===== src/design/tdclp_pkg.sv =====
`timescale 1ns / 1ps
// ----------------------------------------------------------------------------
// tdclp_pkg
// Shared types and constants for the text drive command line parser.
// ----------------------------------------------------------------------------
package tdclp_pkg;

    localparam logic [7:0] CHAR_LF    = 8'h0A;
    localparam logic [7:0] CHAR_CR    = 8'h0D;
    localparam logic [7:0] CHAR_SPACE = 8'h20;
    localparam logic [7:0] CHAR_TAB   = 8'h09;
    localparam logic [7:0] CHAR_PLUS  = 8'h2B;
    localparam logic [7:0] CHAR_COMMA = 8'h2C;
    localparam logic [7:0] CHAR_MINUS = 8'h2D;
    localparam logic [7:0] CHAR_0     = 8'h30;
    localparam logic [7:0] CHAR_9     = 8'h39;
    localparam logic [7:0] CHAR_B     = 8'h42;
    localparam logic [7:0] CHAR_C     = 8'h43;
    localparam logic [7:0] CHAR_D     = 8'h44;
    localparam logic [7:0] CHAR_F     = 8'h46;
    localparam logic [7:0] CHAR_L     = 8'h4C;
    localparam logic [7:0] CHAR_O     = 8'h4F;
    localparam logic [7:0] CHAR_R     = 8'h52;
    localparam logic [7:0] CHAR_S     = 8'h53;

    // magnitude ceiling: 2^31 keeps the most negative value reachable
    localparam logic [31:0] MAG_CAP   = 32'h8000_0000;
    localparam logic [31:0] POS_MAX   = 32'h7FFF_FFFF;

    localparam logic [15:0] FULL_SPEED_RST = 16'd200;
    localparam logic [15:0] TURN_SPEED_RST = 16'd180;

    localparam int RESULT_W = 67;
    localparam int TDATA_W  = 72;

    // register indexes on the config port (paddr[2])
    localparam logic REG_FULL_SPEED = 1'b0;
    localparam logic REG_TURN_SPEED = 1'b1;

    typedef struct packed {
        logic        loc_has_number;
        logic        loc_request;
        logic [31:0] steer;
        logic [31:0] forward;
        logic        drive_valid;
    } result_t;

endpackage


===== src/design/text_drive_command_line_parser.sv =====
`timescale 1ns / 1ps
// ----------------------------------------------------------------------------
// text_drive_command_line_parser
// Gathers received bytes into a line and decodes drive and location commands.
// ----------------------------------------------------------------------------
//  channel   | dir | beat contents
//  s_axis    | in  | tdata[7:0] rx_byte
//  m_axis    | out | tdata: drive_valid, forward, steer, loc_request, loc_has_number
//  apb       | in  | 0x0 full_speed, 0x4 turn_speed (16 bit each)
//
//  One byte per cycle while the skid entry is empty; line state updates
//  in the accept cycle. A CR/LF with stored bytes loads its result into
//  the output register, or the skid entry if that holds a stalled beat.
//  Output register plus one skid entry: input stalls only while both hold
//  beats. No reset sweep; rst_n clears the line state at once.
// ----------------------------------------------------------------------------
module text_drive_command_line_parser #(
    parameter int LINE_CAP = 64
) (
    input  logic                          clk,
    input  logic                          rst_n,
    // bytes in
    input  logic                          s_tvalid,
    output logic                          s_tready,
    input  logic [7:0]                    s_tdata,   // [7:0] rx_byte
    // results out
    output logic                          m_tvalid,
    input  logic                          m_tready,
    // [0] drive_valid, [32:1] forward, [64:33] steer, [65] loc_request,
    // [66] loc_has_number, [71:67] zero
    output logic [tdclp_pkg::TDATA_W-1:0] m_tdata,
    // config
    input  logic                          psel,
    input  logic                          penable,
    input  logic                          pwrite,
    input  logic [2:0]                    paddr,
    input  logic [31:0]                   pwdata,
    output logic [31:0]                   prdata,
    output logic                          pready
);

    localparam int LW = $clog2(LINE_CAP);
    localparam logic [LW-1:0] LEN_MAX = LW'(LINE_CAP - 1);

    typedef enum logic [2:0] {
        PH_WS1, PH_SIGN1, PH_DIG1, PH_WS2, PH_SIGN2, PH_DIG2, PH_FAIL, PH_DONE
    } phase_t;

    // config registers
    logic [15:0] full_speed_reg;
    logic [15:0] turn_speed_reg;
    logic        cfg_wr;

    // line state
    logic [LW-1:0] line_len_reg, line_len_next;
    logic [2:0]    text_len_reg, text_len_next;   // saturates at 5
    logic [7:0]    head_reg [4];
    logic [7:0]    head_next [4];
    logic          zero_seen_reg, zero_seen_next;
    phase_t        phase_reg, phase_next;
    logic [31:0]   first_reg, first_next;
    logic [31:0]   second_reg, second_next;
    logic [1:0]    neg_reg, neg_next;

    // output stage
    logic                      out_valid_reg;
    tdclp_pkg::result_t        out_reg;
    logic                      skid_valid_reg;
    tdclp_pkg::result_t        skid_reg;
    tdclp_pkg::result_t        res;

    logic        in_acc, pop, push, is_eol, store, is_text;
    logic [7:0]  c;
    logic        c_ws, c_digit, c_sign, is_d_line;
    logic [31:0] acc_base, acc_val;
    logic [34:0] acc_wide;

    assign pready  = 1'b1;
    assign cfg_wr  = psel && penable && pwrite && pready;
    assign prdata  = (paddr[2] == tdclp_pkg::REG_TURN_SPEED) ? {16'd0, turn_speed_reg}
                                                             : {16'd0, full_speed_reg};

    assign c        = s_tdata;
    assign s_tready = !skid_valid_reg;
    assign in_acc   = s_tvalid && s_tready;
    assign pop      = m_tvalid && m_tready;
    assign is_eol   = (c == tdclp_pkg::CHAR_LF) || (c == tdclp_pkg::CHAR_CR);
    assign push     = in_acc && is_eol && (line_len_reg != '0);
    assign store    = in_acc && !is_eol && (line_len_reg < LEN_MAX);
    assign is_text  = store && !zero_seen_reg && (c != 8'd0);

    assign c_ws    = (c == tdclp_pkg::CHAR_SPACE) ||
                     ((c >= tdclp_pkg::CHAR_TAB) && (c <= tdclp_pkg::CHAR_CR));
    assign c_digit = (c >= tdclp_pkg::CHAR_0) && (c <= tdclp_pkg::CHAR_9);
    assign c_sign  = (c == tdclp_pkg::CHAR_PLUS) || (c == tdclp_pkg::CHAR_MINUS);

    assign is_d_line = (text_len_reg >= 3'd2) && (head_reg[0] == tdclp_pkg::CHAR_D) &&
                       (head_reg[1] == tdclp_pkg::CHAR_COMMA);

    // shared decimal accumulator: base*10 + digit, capped at 2^31
    always_comb
    begin
        case (phase_reg)
            PH_DIG1: acc_base = first_reg;
            PH_DIG2: acc_base = second_reg;
            default: acc_base = '0;
        endcase
        acc_wide = {acc_base, 3'b000} + {2'b00, acc_base, 1'b0} + {31'd0, c[3:0]};
        acc_val  = (acc_wide > {3'b000, tdclp_pkg::MAG_CAP}) ? tdclp_pkg::MAG_CAP
                                                             : acc_wide[31:0];
    end

    always_comb
    begin
        line_len_next  = line_len_reg;
        text_len_next  = text_len_reg;
        head_next      = head_reg;
        zero_seen_next = zero_seen_reg;
        phase_next     = phase_reg;
        first_next     = first_reg;
        second_next    = second_reg;
        neg_next       = neg_reg;

        if (in_acc && is_eol && (line_len_reg != '0))
        begin
            line_len_next  = '0;
            text_len_next  = '0;
            head_next      = '{default: 8'd0};
            zero_seen_next = 1'b0;
            phase_next     = PH_WS1;
            first_next     = '0;
            second_next    = '0;
            neg_next       = '0;
        end
        else if (store)
        begin
            line_len_next = line_len_reg + 1'b1;
            if (!zero_seen_reg && (c == 8'd0))
                zero_seen_next = 1'b1;
            if (is_text)
            begin
                if (text_len_reg < 3'd4)
                    head_next[text_len_reg[1:0]] = c;
                if (text_len_reg < 3'd5)
                    text_len_next = text_len_reg + 3'd1;
                if (is_d_line)
                begin
                    case (phase_reg)
                        PH_WS1, PH_WS2:
                        begin
                            if (c_ws)
                                phase_next = phase_reg;
                            else if (c_sign)
                            begin
                                if (c == tdclp_pkg::CHAR_MINUS)
                                begin
                                    if (phase_reg == PH_WS2)
                                        neg_next[1] = 1'b1;
                                    else
                                        neg_next[0] = 1'b1;
                                end
                                phase_next = (phase_reg == PH_WS2) ? PH_SIGN2 : PH_SIGN1;
                            end
                            else if (c_digit)
                            begin
                                if (phase_reg == PH_WS2)
                                begin
                                    second_next = acc_val;
                                    phase_next  = PH_DIG2;
                                end
                                else
                                begin
                                    first_next = acc_val;
                                    phase_next = PH_DIG1;
                                end
                            end
                            else
                                phase_next = PH_FAIL;
                        end
                        PH_SIGN1:
                        begin
                            if (c_digit)
                            begin
                                first_next = acc_val;
                                phase_next = PH_DIG1;
                            end
                            else
                                phase_next = PH_FAIL;
                        end
                        PH_SIGN2:
                        begin
                            if (c_digit)
                            begin
                                second_next = acc_val;
                                phase_next  = PH_DIG2;
                            end
                            else
                                phase_next = PH_FAIL;
                        end
                        PH_DIG1:
                        begin
                            if (c_digit)
                                first_next = acc_val;
                            else if (c == tdclp_pkg::CHAR_COMMA)
                                phase_next = PH_WS2;
                            else
                                phase_next = PH_FAIL;
                        end
                        PH_DIG2:
                        begin
                            if (c_digit)
                                second_next = acc_val;
                            else
                                phase_next = PH_DONE;
                        end
                        default:
                            phase_next = phase_reg;
                    endcase
                end
            end
        end
    end

    // result of the line that ends with this byte
    always_comb
    begin
        res = '0;
        if (is_d_line)
        begin
            if ((phase_reg == PH_DIG2) || (phase_reg == PH_DONE))
            begin
                res.drive_valid = 1'b1;
                if (neg_reg[0])
                    res.forward = 32'd0 - first_reg;
                else
                    res.forward = (first_reg >= tdclp_pkg::MAG_CAP) ? tdclp_pkg::POS_MAX
                                                                    : first_reg;
                if (neg_reg[1])
                    res.steer = 32'd0 - second_reg;
                else
                    res.steer = (second_reg >= tdclp_pkg::MAG_CAP) ? tdclp_pkg::POS_MAX
                                                                   : second_reg;
            end
        end
        else if (text_len_reg >= 3'd1)
        begin
            case (head_reg[0])
                tdclp_pkg::CHAR_F:
                begin
                    res.drive_valid = 1'b1;
                    res.forward     = {16'd0, full_speed_reg};
                end
                tdclp_pkg::CHAR_B:
                begin
                    res.drive_valid = 1'b1;
                    res.forward     = 32'd0 - {16'd0, full_speed_reg};
                end
                tdclp_pkg::CHAR_L:
                begin
                    res.drive_valid = 1'b1;
                    res.steer       = 32'd0 - {16'd0, turn_speed_reg};
                end
                tdclp_pkg::CHAR_R:
                begin
                    res.drive_valid = 1'b1;
                    res.steer       = {16'd0, turn_speed_reg};
                end
                tdclp_pkg::CHAR_S:
                    res.drive_valid = 1'b1;
                default:
                    res.drive_valid = 1'b0;
            endcase
            if ((text_len_reg >= 3'd3) && (head_reg[0] == tdclp_pkg::CHAR_L) &&
                (head_reg[1] == tdclp_pkg::CHAR_O) && (head_reg[2] == tdclp_pkg::CHAR_C))
            begin
                res.loc_request    = 1'b1;
                res.loc_has_number = (text_len_reg == 3'd5) &&
                                     (head_reg[3] == tdclp_pkg::CHAR_COMMA);
            end
        end
    end

    always_ff @(posedge clk or negedge rst_n)
    begin
        if (!rst_n)
        begin
            full_speed_reg <= tdclp_pkg::FULL_SPEED_RST;
            turn_speed_reg <= tdclp_pkg::TURN_SPEED_RST;
            line_len_reg   <= '0;
            text_len_reg   <= '0;
            head_reg       <= '{default: 8'd0};
            zero_seen_reg  <= 1'b0;
            phase_reg      <= PH_WS1;
            first_reg      <= '0;
            second_reg     <= '0;
            neg_reg        <= '0;
            out_valid_reg  <= 1'b0;
            skid_valid_reg <= 1'b0;
        end
        else
        begin
            if (cfg_wr)
            begin
                if (paddr[2] == tdclp_pkg::REG_TURN_SPEED)
                    turn_speed_reg <= pwdata[15:0];
                else
                    full_speed_reg <= pwdata[15:0];
            end
            line_len_reg  <= line_len_next;
            text_len_reg  <= text_len_next;
            head_reg      <= head_next;
            zero_seen_reg <= zero_seen_next;
            phase_reg     <= phase_next;
            first_reg     <= first_next;
            second_reg    <= second_next;
            neg_reg       <= neg_next;

            if (skid_valid_reg)
            begin
                if (pop)
                begin
                    out_reg        <= skid_reg;
                    skid_valid_reg <= 1'b0;
                end
            end
            else if (push)
            begin
                if (!out_valid_reg || pop)
                begin
                    out_reg       <= res;
                    out_valid_reg <= 1'b1;
                end
                else
                begin
                    skid_reg       <= res;
                    skid_valid_reg <= 1'b1;
                end
            end
            else if (pop)
                out_valid_reg <= 1'b0;
        end
    end

    assign m_tvalid = out_valid_reg;
    assign m_tdata  = {{(tdclp_pkg::TDATA_W - tdclp_pkg::RESULT_W){1'b0}}, out_reg};

endmodule


===== config.mk =====
export PLATFORM = sky130hd
export DESIGN_NAME = text_drive_command_line_parser
export DESIGN_NICKNAME = d
export VERILOG_FILES = /design/src/design/tdclp_pkg.sv /design/src/design/text_drive_command_line_parser.sv
export SDC_FILE = /design/constraint.sdc
export NUM_CORES = 1
export LEC_CHECK = 0
export ABC_AREA = 1
export CORE_MARGIN = 5
export CORE_UTILIZATION = 60
export DETAILED_ROUTE_END_ITERATION = 8
export DONT_BUFFER_PORTS = 1
export PLACE_DENSITY_LB_ADDON = 0.08
export SYNTH_ARGS = -nofsm -noshare
export SYNTH_HDL_FRONTEND = slang
export SYNTH_SLANG_ARGS = --single-unit

===== constraint.sdc =====
create_clock -name clk -period 7.1 [get_ports clk]
set_input_delay 0 -clock clk [delete_from_list [all_inputs] [get_ports clk]]
set_output_delay 0 -clock clk [all_outputs]
set_load 0.005 [all_outputs]

==> impl_metrics.yaml <==
timing:
  finClkSkew_ps: 20.2
  tightest_slew_ps: 1080
  fin_crit_ps: 5520
  finalSetupViolCount: 0
  fin_tns_setup_ps: 0
  fmax_ghz: 0.181
  grt_setup_unrepaired: "no"
  fin_ws_ps: 1580
  min_period_over_period_pct: 77.8
  drv_slew: 0
  hold_viol: 0
  slew_headroom_pct: 27.7
die:
  coreArea_um2: 29800
  dieHeight_um: 184
  die_w_um: 184
  num_rows: 63
  top_level_ports: 157
  dieArea_um2: 33900
  start_util_pct: 61.0
worst_setup_path:
  r2r_cells: 21
  r2r-end: "first_reg[4]$_DFFE_PN0P_"
  path_class: "reg -> reg"
  critPathCaptureType: "register"
  r2r_setup_slack_ps: 1580
  r2r-start: "phase_reg[2]$_DFFE_PN0P_"
  start_kind: "register"
  worstPathRequired_ps: 7580
  crit_arrival_ps: 6000
  crit_fanout: 33
route:
  antenna_left: 0
  first_pass_iters: 6
  drc: 0
  drt_wl_total_mm: 52.5
  wl_per_cell_um: 18.6
  num_vias: 16699
  drtIter0Drc: 2018
  via_per_inst: 5.92
synthesis:
  syn_area_per_cell_um2: 7.48
  ys_seq_elements: 279
  synth.most_common_cell: "nand2_1"
  synthCells: 2429
  synth_async_sr_flop_share_pct: 52.0
  synth-edff-count: 134
  yosys-top-cells-count: "708 x nand2_1, 309 x inv_1, 186 x nor2_1"
  synth-main-ff-cell: "dfrtp_1"
  synth_cell_types: 58
  syn-cell-area_um2: 18200
  netlist.area_leader.share_pct: 22.1
  synth.largest_area_cell: "edfxtp_1"
  yosysWarnings: 0
  synth.area.top_cells: "edfxtp_1 22%, dfrtp_1 19%, nand2_1 15%"
  ys_seq_area_share_pct: 42.2
cts:
  post-cts-setup-buffers: 0
  cts_buffers: 30
  cts_tree: "built"
  clockBufferDepth: 3
  clkLatencyLatePin_ps: 560
  htreeDepth: 1
  clock_sinks: 279
  clockRootBuffer: "clkbuf_16"
  path_clk_slew_ps: 70
min_path:
  hold_path.class: "in -> async"
power:
  powerDensity_nw_per_um2: 214
  vdd_drop_max_uv: 269
  p_leak_nw: 9.66
layout:
  final_nets: 2534
  antenna_cells: 0
  syn_to_final_growth_pct: 7.65
  drive_above_1_share_pct: 5.63
place:
  hpwl_mm: 38.7
  place_congestion: 0.936
  dp_slack_ps: 1710
  portBuffers: 0
grt:
  grt_antenna_before_repair: 0
  grt_pass1_vias: 15688
  overflow: 0
  grt_usage_pct: 30.6
  grt_pass1_wl_mm: 83.9
  grt_max_degree: 146
run_status:
  status: "finished, final reports clean"
run:
  drv_cap: 0
report_power, final:
part           switching [W]  total (W)  internal (W)
Sequential          0.000129    0.00198       0.00185
Clock               0.000648    0.00157      0.000918
Combinational       0.000436   0.000631      0.000195
Total                0.00121    0.00418       0.00296
cell usage in the layout, fill, tap and decap left out, types with 6 or more instances in the layout:
cell,n
nand2_1,708
inv_1,309
nor2_1,185
o21ai_0,161
nand3_1,138
dfrtp_1,138
edfxtp_1,134
nand4_1,91
ha_1,74
o22ai_1,56
a21oi_1,52
a31oi_1,45
nor3_1,38
clkbuf_16,33
o211ai_1,29
dlygate4sd3_1,27
conb_1,22
inv_2,19
nor4_1,15
o21ai_1,11
o31ai_1,10
buf_4,10
nor3_2,9
xor2_1,9
clkinv_2,8
nand2_2,8
nor2_2,7
clkbuf_8,7
dfstp_2,7
nand3b_1,6
o21bai_1,6
cells by family (layout without fill, tap and decap cells):
group,count (synthesis),after routing,synth area share (%)
simple gates,1226,1226,29.1
flops,279,279,42.2
fa+ha+maj,75,75,5.21
xor+xnor,10,10,0.482
mux,1,1,0.0620
buf+inv,440,424,10.0
compound gates,396,396,12.9
other cells,2,22,0.0413
through the flow:
stage               hold WS, ps  instance area, um2  utilization (%)  power, W  instances
floorplan                  -296               18200                -   0.00242       2449
global placement           -292               18300             61.2   0.00256       2739
global route                103               19600             65.6   0.00437       2823
CTS                         100               19600             65.6   0.00418       2823
detailed placement         -292               18300             61.2   0.00259       2739
finish                     52.3               19600             65.6   0.00418       2823
worst max-delay path by stage:
| stage | cells past startpoint | from | slack (ps) | end |
|---|---|---|---|---|
| after floorplan | 8 | skid_valid_reg$_DFF_PN0_ | 2160 | m_tdata[0]$_DFFE_PP_ |
| after CTS | 21 | phase_reg[2]$_DFFE_PN0P_ | 1680 | first_reg[4]$_DFFE_PN0P_ |
| after global placement | 21 | phase_reg[2]$_DFFE_PN0P_ | 1780 | first_reg[4]$_DFFE_PN0P_ |
| after detailed placement | 21 | phase_reg[2]$_DFFE_PN0P_ | 1710 | first_reg[3]$_DFFE_PN0P_ |
| after global routing | 21 | phase_reg[2]$_DFFE_PN0P_ | 1180 | second_reg[21]$_DFFE_PN0P_ |
| final | 21 | phase_reg[2]$_DFFE_PN0P_ | 1580 | first_reg[4]$_DFFE_PN0P_ |
final cells by class:
cell class / instances / area [um2]
fill: 2627 / 10200
multi-input combinational: 1730 / 8790
sequential: 279 / 7660
inverter: 330 / 1240
clock buffer: 44 / 941
tap: 390 / 488
timing repair buffer: 38 / 373
clock inverter: 12 / 71.3
metal layers:
layer	vias up	global-route usage (%)	routed length (um)
met2	747	47.2	23300
met4	0	8.28	1290
met3	82	4.00	4510
met1	7790	45.8	23400
li1	8080	-	-
met5	-	0	0
timing repair:
item                      CTS  global route
hold buffers               28             0
gates resized for setup     0             0
hold endpoints to repair  226             0
critical path, cell delays in order, from the launching register on:
cell and delay (ps):
dfrtp_1 460, nor3_2 470, inv_1 610, o22ai_1 670, ha_1 350, ha_1 360
nand2_1 200, inv_1 60, nand2_1 60, nand2_1 60, a21oi_1 240, nor2_1 70
nor2_1 130, o21ai_1 90, nand2_1 60, nand2_1 50, nor2_1 100, nand2_1 110
nor2_4 560, buf_4 450, nand4_1 160, nand2_1 100
Note: power is estimated with default switching activity, not from simulation.
